## config.mk

```make
export PLATFORM = sky130hd
export DESIGN_NAME = fft2d_mac
export DESIGN_NICKNAME = d
export VERILOG_FILES = /design/src/rtl/assert_macros.svh /design/src/rtl/fft2d_pkg.sv /design/src/rtl/fft2d_mac.sv
export SDC_FILE = /design/constraint.sdc
export NUM_CORES = 1
export LEC_CHECK = 0
export ABC_AREA = 1
export BUFFER_PORTS_ARGS = -buffer_cell sky130_fd_sc_hd__buf_4
export CAP_MARGIN = 15
export CORE_MARGIN = 5
export CORE_UTILIZATION = 55
export DETAILED_ROUTE_END_ITERATION = 10
export GPL_TIMING_DRIVEN = 0
export PLACE_DENSITY = 0.73
export SLEW_MARGIN = 15
export SYNTH_ARGS = -nofsm -noshare
export SYNTH_HDL_FRONTEND = slang
export SYNTH_SLANG_ARGS = --single-unit
```

## constraint.sdc

```tcl
create_clock -name clk -period 9.7 [get_ports clk]
set_input_delay 1.455 -clock clk [delete_from_list [all_inputs] [get_ports clk]]
set_output_delay 1.455 -clock clk [all_outputs]
set_load 0.03 [all_outputs]
```

## src/rtl/assert_macros.svh

```systemverilog
// assertion helpers shared by the rtl files
// both macros expect clk and rst_n in the enclosing module
`ifndef ASSERT_MACROS_SVH
`define ASSERT_MACROS_SVH

// same-cycle implication
`define ASSERT_IMPL(label, ante, cons, msg) \
    label: assert property (@(posedge clk) disable iff (!rst_n) (ante) |-> (cons)) \
        else $error(msg);

// next-cycle implication
`define ASSERT_NEXT(label, ante, cons, msg) \
    label: assert property (@(posedge clk) disable iff (!rst_n) (ante) |=> (cons)) \
        else $error(msg);

`endif

```

## src/rtl/fft2d_pkg.sv

```systemverilog
// ----------------------------------------------------------------------------
// fft2d_pkg
// Types, widths and the quarter-wave twiddle table of the 2-D radix-2 FFT.
// ----------------------------------------------------------------------------
package fft2d_pkg;

    localparam int LOG_COLS_DEF = 5;
    localparam int LOG_ROWS_DEF = 5;

    localparam int INDEX_W  = 10;
    localparam int SAMPLE_W = 16;
    localparam int DATA_W   = 40;
    localparam int FRAC_W   = 8;
    localparam int LG_W     = 4;

    // twiddles are Q1.16, carried as 18-bit signed
    localparam int TW_W     = 17;
    localparam int W_W      = 18;
    localparam int ROM_LOG  = 10;
    localparam int ROM_QUARTER = 256;
    localparam int M_W      = ROM_LOG;

    // data word split in two 20-bit halves for the shared multiplier
    localparam int HALF_W   = 20;
    localparam int OPX_W    = HALF_W + 1;
    localparam int PROD_W   = W_W + OPX_W;
    localparam int ACC_W    = 58;
    localparam int TW_SHIFT = 16;
    localparam int T_W      = ACC_W - TW_SHIFT;
    localparam int SUM_W    = T_W + 1;
    localparam int MAC_STEPS = 8;
    localparam int STEP_W   = 3;

    localparam logic [1:0] OP_WRITE = 2'd0;
    localparam logic [1:0] OP_RUN   = 2'd1;
    localparam logic [1:0] OP_READ  = 2'd2;

    typedef struct packed {
        logic [1:0]                 opcode;
        logic [INDEX_W-1:0]         index;
        logic signed [SAMPLE_W-1:0] sample_real;
        logic signed [SAMPLE_W-1:0] sample_imag;
    } req_t;

    typedef struct packed {
        logic signed [DATA_W-1:0] result_real;
        logic signed [DATA_W-1:0] result_imag;
    } rsp_t;

    // one multiply step of the shared unit
    typedef struct packed {
        logic valid;
        logic hi;
        logic first;
        logic dest_im;
    } mac_ctl_t;

    localparam logic [63:0] PI_Q62 = 64'hC90FDAA22168C235;
    localparam logic [63:0] TAYLOR_DIV [12] = '{
        64'd2, 64'd12, 64'd30, 64'd56, 64'd90, 64'd132,
        64'd182, 64'd240, 64'd306, 64'd380, 64'd462, 64'd552
    };

    localparam int TW_ROM_W = (ROM_QUARTER + 1) * TW_W;

    // cos(pi*k/512) in Q1.16 for k in 0..256, by an integer series in Q30
    function automatic logic [TW_ROM_W-1:0] build_tw_rom();
        logic [TW_ROM_W-1:0] rom;
        logic [63:0]         x;
        logic [63:0]         x2;
        logic [63:0]         term;
        logic signed [63:0]  sum;
        rom = '0;
        for (int k = 0; k <= ROM_QUARTER; k++) begin
            x    = ((PI_Q62 >> 9) * 64'(k)) >> 32;
            x2   = (x * x) >> 30;
            term = 64'd1 << 30;
            sum  = $signed(term);
            for (int t = 1; t <= 12; t++) begin
                term = ((term * x2) >> 30) / TAYLOR_DIV[t-1];
                if ((t & 1) == 1)
                    sum = sum - $signed(term);
                else
                    sum = sum + $signed(term);
            end
            if (sum < 0)
                sum = '0;
            rom[k*TW_W +: TW_W] = TW_W'((sum + 64'sd8192) >>> 14);
        end
        return rom;
    endfunction

    localparam logic [TW_ROM_W-1:0] TW_ROM = build_tw_rom();

endpackage

```

## src/rtl/fft2d_mac.sv

```systemverilog
// ----------------------------------------------------------------------------
// fft2d_mac
// Shared multiplier with accumulators for the complex twiddle products.
// ----------------------------------------------------------------------------
module fft2d_mac (
    input  logic                                   clk,
    input  logic                                   rst_n,
    input  fft2d_pkg::mac_ctl_t                    ctl,
    input  logic signed [fft2d_pkg::W_W-1:0]       op_w,
    input  logic signed [fft2d_pkg::OPX_W-1:0]     op_x,
    output logic signed [fft2d_pkg::ACC_W-1:0]     acc_re,
    output logic signed [fft2d_pkg::ACC_W-1:0]     acc_im
);

    logic signed [fft2d_pkg::PROD_W-1:0] prod_reg;
    fft2d_pkg::mac_ctl_t                 tag_reg;
    logic signed [fft2d_pkg::ACC_W-1:0]  acc_re_reg;
    logic signed [fft2d_pkg::ACC_W-1:0]  acc_im_reg;
    logic signed [fft2d_pkg::ACC_W-1:0]  term;
    logic signed [fft2d_pkg::ACC_W-1:0]  base;
    logic signed [fft2d_pkg::ACC_W-1:0]  acc_next;

    always_ff @(posedge clk)
    begin
        prod_reg <= op_w * op_x;
    end

    always_ff @(posedge clk or negedge rst_n)
    begin
        if (!rst_n)
        begin
            tag_reg <= '0;
        end
        else
        begin
            tag_reg <= ctl;
        end
    end

    always_comb
    begin
        term = fft2d_pkg::ACC_W'(prod_reg);
        if (tag_reg.hi)
            term = term <<< fft2d_pkg::HALF_W;
        if (tag_reg.first)
            base = '0;
        else if (tag_reg.dest_im)
            base = acc_im_reg;
        else
            base = acc_re_reg;
        acc_next = base + term;
    end

    always_ff @(posedge clk)
    begin
        if (tag_reg.valid && tag_reg.dest_im)
            acc_im_reg <= acc_next;
        if (tag_reg.valid && !tag_reg.dest_im)
            acc_re_reg <= acc_next;
    end

    assign acc_re = acc_re_reg;
    assign acc_im = acc_im_reg;

endmodule
```

==> results of run 1 <==
-- how the worst max path moves through the flow --
stage                  start                   end  slack [ns]  cells past startpoint
CTS                 op_x[20]  prod_reg[38]$_DFF_P_        2.29                     20
global route        op_x[20]  prod_reg[38]$_DFF_P_        2.01                     20
floorplan           op_x[20]  prod_reg[32]$_DFF_P_        2.96                     20
detailed placement  op_x[20]  prod_reg[38]$_DFF_P_        1.81                     20
finish              op_x[20]  prod_reg[38]$_DFF_P_        2.31                     20
global placement    op_x[20]  prod_reg[38]$_DFF_P_        1.88                     20
-- metal layers --
layer	up-vias	global-route usage	share of wire
li1	10600	-	-
met5	-	0	0
met3	238	0.0321	0.057
met4	0	0.164	0.062
met2	828	0.549	0.49
met1	10600	0.382	0.39
-- through the flow --
step                 util  std cells  setup WS [ns]
floorplan               -       3544           2.96
global placement    0.592       4290           1.88
detailed placement  0.593       4292           1.81
CTS                 0.605       4324           2.29
global route        0.605       4324           2.01
finish              0.605       4324           2.31
-- synthesized netlist by cell type --
master / number
a21boi_0: 2
a21o_1: 3
a21oi_1: 67
a31oi_1: 1
and2_1: 6
and3_1: 2
and3b_1: 2
buf_1: 4
buf_2: 1
clkbuf_1: 101
dfrtp_1: 4
dfxtp_1: 39
edfxtp_1: 116
fa_1: 378
ha_1: 156
inv_1: 944
inv_2: 4
nand2_1: 1049
nand2_2: 19
nand3_1: 84
nand3_2: 6
nand3b_1: 9
nand4_1: 23
nor2_1: 281
nor2_2: 24
nor2_4: 1
nor3_1: 12
nor3_2: 5
nor4_1: 4
o211ai_1: 1
o21a_1: 2
o21ai_0: 118
o21ai_1: 1
o21ai_2: 1
o21bai_1: 6
or2_2: 6
xnor2_1: 10
xor2_1: 52
-- layout by cell type, fill, tap and decap left out, drive strengths merged, types with 9 or more instances in the layout --
cell	count
xor2	52
nand3	90
nor2	306
o21ai	120
clkbuf	118
ha	156
nand3b	9
nand2	1068
buf	146
dfxtp	39
nand4	23
xnor2	10
edfxtp	116
inv	957
a21oi	67
nor3	17
fa	378
-- logic make-up after synthesis --
kind of cell | count (synthesis) | share of synthesized area
adders and majority gates | 534 | 0.371
and+or+nand+nor | 1533 | 0.242
buffers and inverters | 1054 | 0.154
xor gates and xnor gates | 62 | 0.0212
AOI/OAI and AO/OA | 202 | 0.0410
DFF | 159 | 0.170
-- area by class of cell --
cell class | instances | area (um2) | share of cell area
Clock buffer | 17 | 425 | 0.0152
Multi-Input combinational cell | 2331 | 17300 | 0.617
Tap cell | 607 | 759 | 0.0271
Sequential cell | 159 | 4360 | 0.155
Clock inverter | 15 | 144 | 0.00513
Inverter | 948 | 3560 | 0.127
Timing Repair Buffer | 141 | 1090 | 0.0389
Buffer | 106 | 399 | 0.0142
==> results.yml, run 1 <==
run_status:
  status: "finished clean"
clock_tree:
  clockBufferDepth: 2
  htreeDepth: 4
  clock-sinks: 159
  path_clk_slew_ns: 0.07
  cts_buffers: 17
  cts_root_buf: "clkbuf_16"
  cts_hold_buf: 0
  cts_resized: 0
  clk_latency_ns: 0.46
  cts_tree: "yes"
  cts_setup_buffers: 0
timing:
  rsz0062_at_grt: "no"
  setup-tns-final_ns: 0
  fin_skew_ns: 0.0171
  tightest_slew_ns: 0.900
  whs_ns: 0.778
  fin_crit_sh: 0.762
  report.final.hold_viol_count: 0
  setup_viol: 0
  fmax_mhz: 135
  slew_headroom: 0.400
  fin_crit_ns: 7.39
  final_max_slew_viol_count: 0
place:
  dp_hpwl_um: 68900
  place_congestion: 1.03
  place_area_um2: 27500
  port_buffers: 139
synth:
  syn_inst: 3544
  synthDominantCellAreaShare: 0.295
  yosys.area.top_type: "fa_1"
  synth_warnings: 0
  postSynthAreaPerCell_um2: 7.23
  yosys.cell_types.count: 38
  yosysSeqAreaShare: 0.170
  ys_seq_elements: 159
  ys_top_cells_by_area: "fa_1, nand2_1, inv_1, edfxtp_1, ha_1"
  netlist_area_um2: 25600
  synth_nets: 4123
die:
  die_x_um: 226
  row_count: 79
  chipHeight_um: 226
  ioPinCount: 161
  die_area_um2: 51000
  core_area_um2: 46400
  start_util: 0.553
route:
  wl_per_cell_um: 18.1
  totalWireLength_um: 78400
  vias_per_cell: 5.16
  drtIter0Drc: 1501
  ant_nets: 0
  drc_errors: 0
  vias: 22300
  drtPass1Iterations: 6
critical_path:
  crit_path_max_fanout: 10
  r2r_end: "acc_re[40]$_DFFE_PP_"
  cp.arrival_ns: 7.74
  r2r_start: "tag_reg[1]$_DFF_PN0_"
  path_cells: "clkbuf_1 -> clkbuf_1 -> nand2_1 -> fa_1 -> inv_1 -> fa_1 -> inv_1 -> fa_1 -> fa_1 -> fa_1 -> fa_1 -> inv_1 -> ha_1 -> a21oi_1 -> o21ai_0 -> a21oi_1 -> nand2_1 -> nand3b_1 -> nand2_1 -> nand2_1"
  cp.required_ns: 10.05
  critPathKind: "in2reg"
  worst-path-buf-inv: 5
  reg2reg_slack_ns: 5.19
  crit_family: "adder cells"
  r2r_cells: 20
  start_kind: "primary input"
  critical_path.max_stage_delay_ns: 0.78
  cpMostUsedCell: "fa_1"
  crit_slowest_cell: "fa_1"
  worst_setup_path_end_kind: "flip-flop"
final_layout:
  finalInstanceArea_um2: 28100
  antennaDiodeCount: 0
  final_nets: 4283
  area_growth_pct: 9.48
  fill_cells: 4448
  layout-drive-gt1-share: 0.0648
min_path:
  hold_path_class: "in2async"
global_route:
  grt_overflow: 0
  antenna_found_initial: 0
  grt_usage: 0.313
  grt_max_degree: 59
  grt_pass1_vias: 22700
  grt_pass1_wl_um: 123000
job:
  drv_cap: 0
Power of run 1 is left out: the tool's default activity adds up to more than one toggle a clock period on the data nets, which glitch-free logic cannot reach.
==> run 2, diff against run 1 <==
==> constraint.sdc (replaced) <==
create_clock -name clk -period 7 [get_ports clk]
set_input_delay 1.05 -clock clk [delete_from_list [all_inputs] [get_ports clk]]
set_output_delay 1.05 -clock clk [all_outputs]
set_load 0.03 [all_outputs]
==> results.yml, run 2 (synthesized netlist as in run 1, its figures left out) <==
run_status:
  status: "finished clean"
clock_tree:
  clockBufferDepth: 2
  cts_hold_buf: 0
  cts_setup_buffers: 0
  clk_latency_ns: 0.46
  clock-sinks: 159
  path_clk_slew_ns: 0.07
  htreeDepth: 4
  cts_tree: "yes"
  cts_buffers: 17
  cts_root_buf: "clkbuf_16"
critical_path:
  worst_setup_path_end_kind: "flip-flop"
  crit_path_max_fanout: 10
  cp.arrival_ns: 7.08
  cp.required_ns: 7.36
  critPathKind: "in2reg"
  start_kind: "primary input"
global_route:
  grt_overflow: 0
  grt_max_degree: 59
  grt_usage: 0.313
  antenna_found_initial: 0
  grt_pass1_vias: 22700
  grt_pass1_wl_um: 123000
place:
  pre_cts_ws_ns: -0.489
  dp_hpwl_um: 68900
  port_buffers: 139
  place_area_um2: 27500
  place_congestion: 1.03
timing:
  fin_crit_sh: 0.960
  report.final.hold_viol_count: 0
  slew_headroom: 0.452
  whs_ns: 0.373
  final.setup.worst_slack_ns: 0.278
  setup_viol: 0
  rsz0062_at_grt: "no"
  fin_skew_ns: 0.0179
  fmax_mhz: 149
  final_max_slew_viol_count: 0
  tightest_slew_ns: 0.822
  fin_crit_ns: 6.72
final_layout:
  final_cell_mix: "nand2_1, inv_1, fa_1"
  layout-drive-gt1-share: 0.0678
  antennaDiodeCount: 0
  final_nets: 4282
  fill_cells: 4449
  area_growth_pct: 9.53
  finalInstanceArea_um2: 28100
  layout_commonest_cell: "nand2_1"
route:
  drtPass1Iterations: 5
  vias: 22300
  drc_errors: 0
  totalWireLength_um: 78400
  ant_nets: 0
  wl_per_cell_um: 18.1
  drtIter0Drc: 1492
  vias_per_cell: 5.17
die:
  ioPinCount: 161
  core_area_um2: 46400
  die_area_um2: 51000
  row_count: 79
  die_x_um: 226
  start_util: 0.553
  chipHeight_um: 226
min_path:
  hold_path_class: "in2async"
job:
  drv_cap: 0
## run 2: changes by cell type in the layout (fill, tap and decap cells not counted), sizes merged
cell | previous run | this run
clkbuf | 118 | 117
## run 2: worst max-delay path, cell delays in order
cell and delay (ns):
clkbuf_1 0.56, clkbuf_1 0.52, nand2_1 0.14, fa_1 0.53, inv_1 0.06, fa_1 0.51, fa_1 0.51, inv_1 0.05
fa_1 0.53, inv_1 0.05, fa_1 0.48, inv_1 0.05, fa_1 0.47, inv_1 0.05, ha_1 0.36, nand2_1 0.16
nor2_1 0.26, nand4_1 0.18, nor2_1 0.22, o21ai_0 0.18, nand3_1 0.12, nand2_1 0.05
## run 2: worst paths after layout
kind	start	endpoint	slack, ns	depth (start not counted)
max in group asynchronous	rst_n	tag_reg[2]$_DFF_PN0_	6.52	1
worst min register to register	tag_reg[3]$_DFF_PN0_	acc_re[20]$_DFFE_PP_	0.78	2
worst max register to register	tag_reg[1]$_DFF_PN0_	acc_re[40]$_DFFE_PP_	2.45	20
min in group clk	ctl[3]	tag_reg[3]$_DFF_PN0_	0.70	1
worst max-delay path	op_x[8]	prod_reg[30]$_DFF_P_	0.28	22
worst min-delay path	rst_n	tag_reg[0]$_DFF_PN0_	0.37	1
## run 2: layout make-up
type	instances	area, um2	area share
inverter	948	3560	0.127
tap	607	759	0.0270
timing repair buffer	141	1090	0.0389
buffer	105	407	0.0145
multi-input combinational	2331	17300	0.617
clock inverter	15	144	0.00512
clock buffer	17	425	0.0151
sequential	159	4360	0.155
## run 2: per-stage QoR
step,utilization,TNS [ns],cells
after detailed placement,0.593,-4.38,4292
after global routing,0.606,0,4323
after CTS,0.606,0,4324
final,0.606,0,4323
after floorplan,-,0,3544
after global placement,0.592,-3.44,4290
## run 2: metal layers
metal,vias to the layer above,track usage,part of all wire
met5,-,0,0
met4,0,0.166,0.059
met3,217,0.0315,0.057
met2,830,0.548,0.49
met1,10600,0.383,0.39
li1,10600,-,-
## run 2: what timing repair did
action                                  CTS  global route
gates cloned                              0             0
gates resized for setup                   1            18
endpoints found under the setup margin    1            15
Power of run 2 is left out for the same reason.
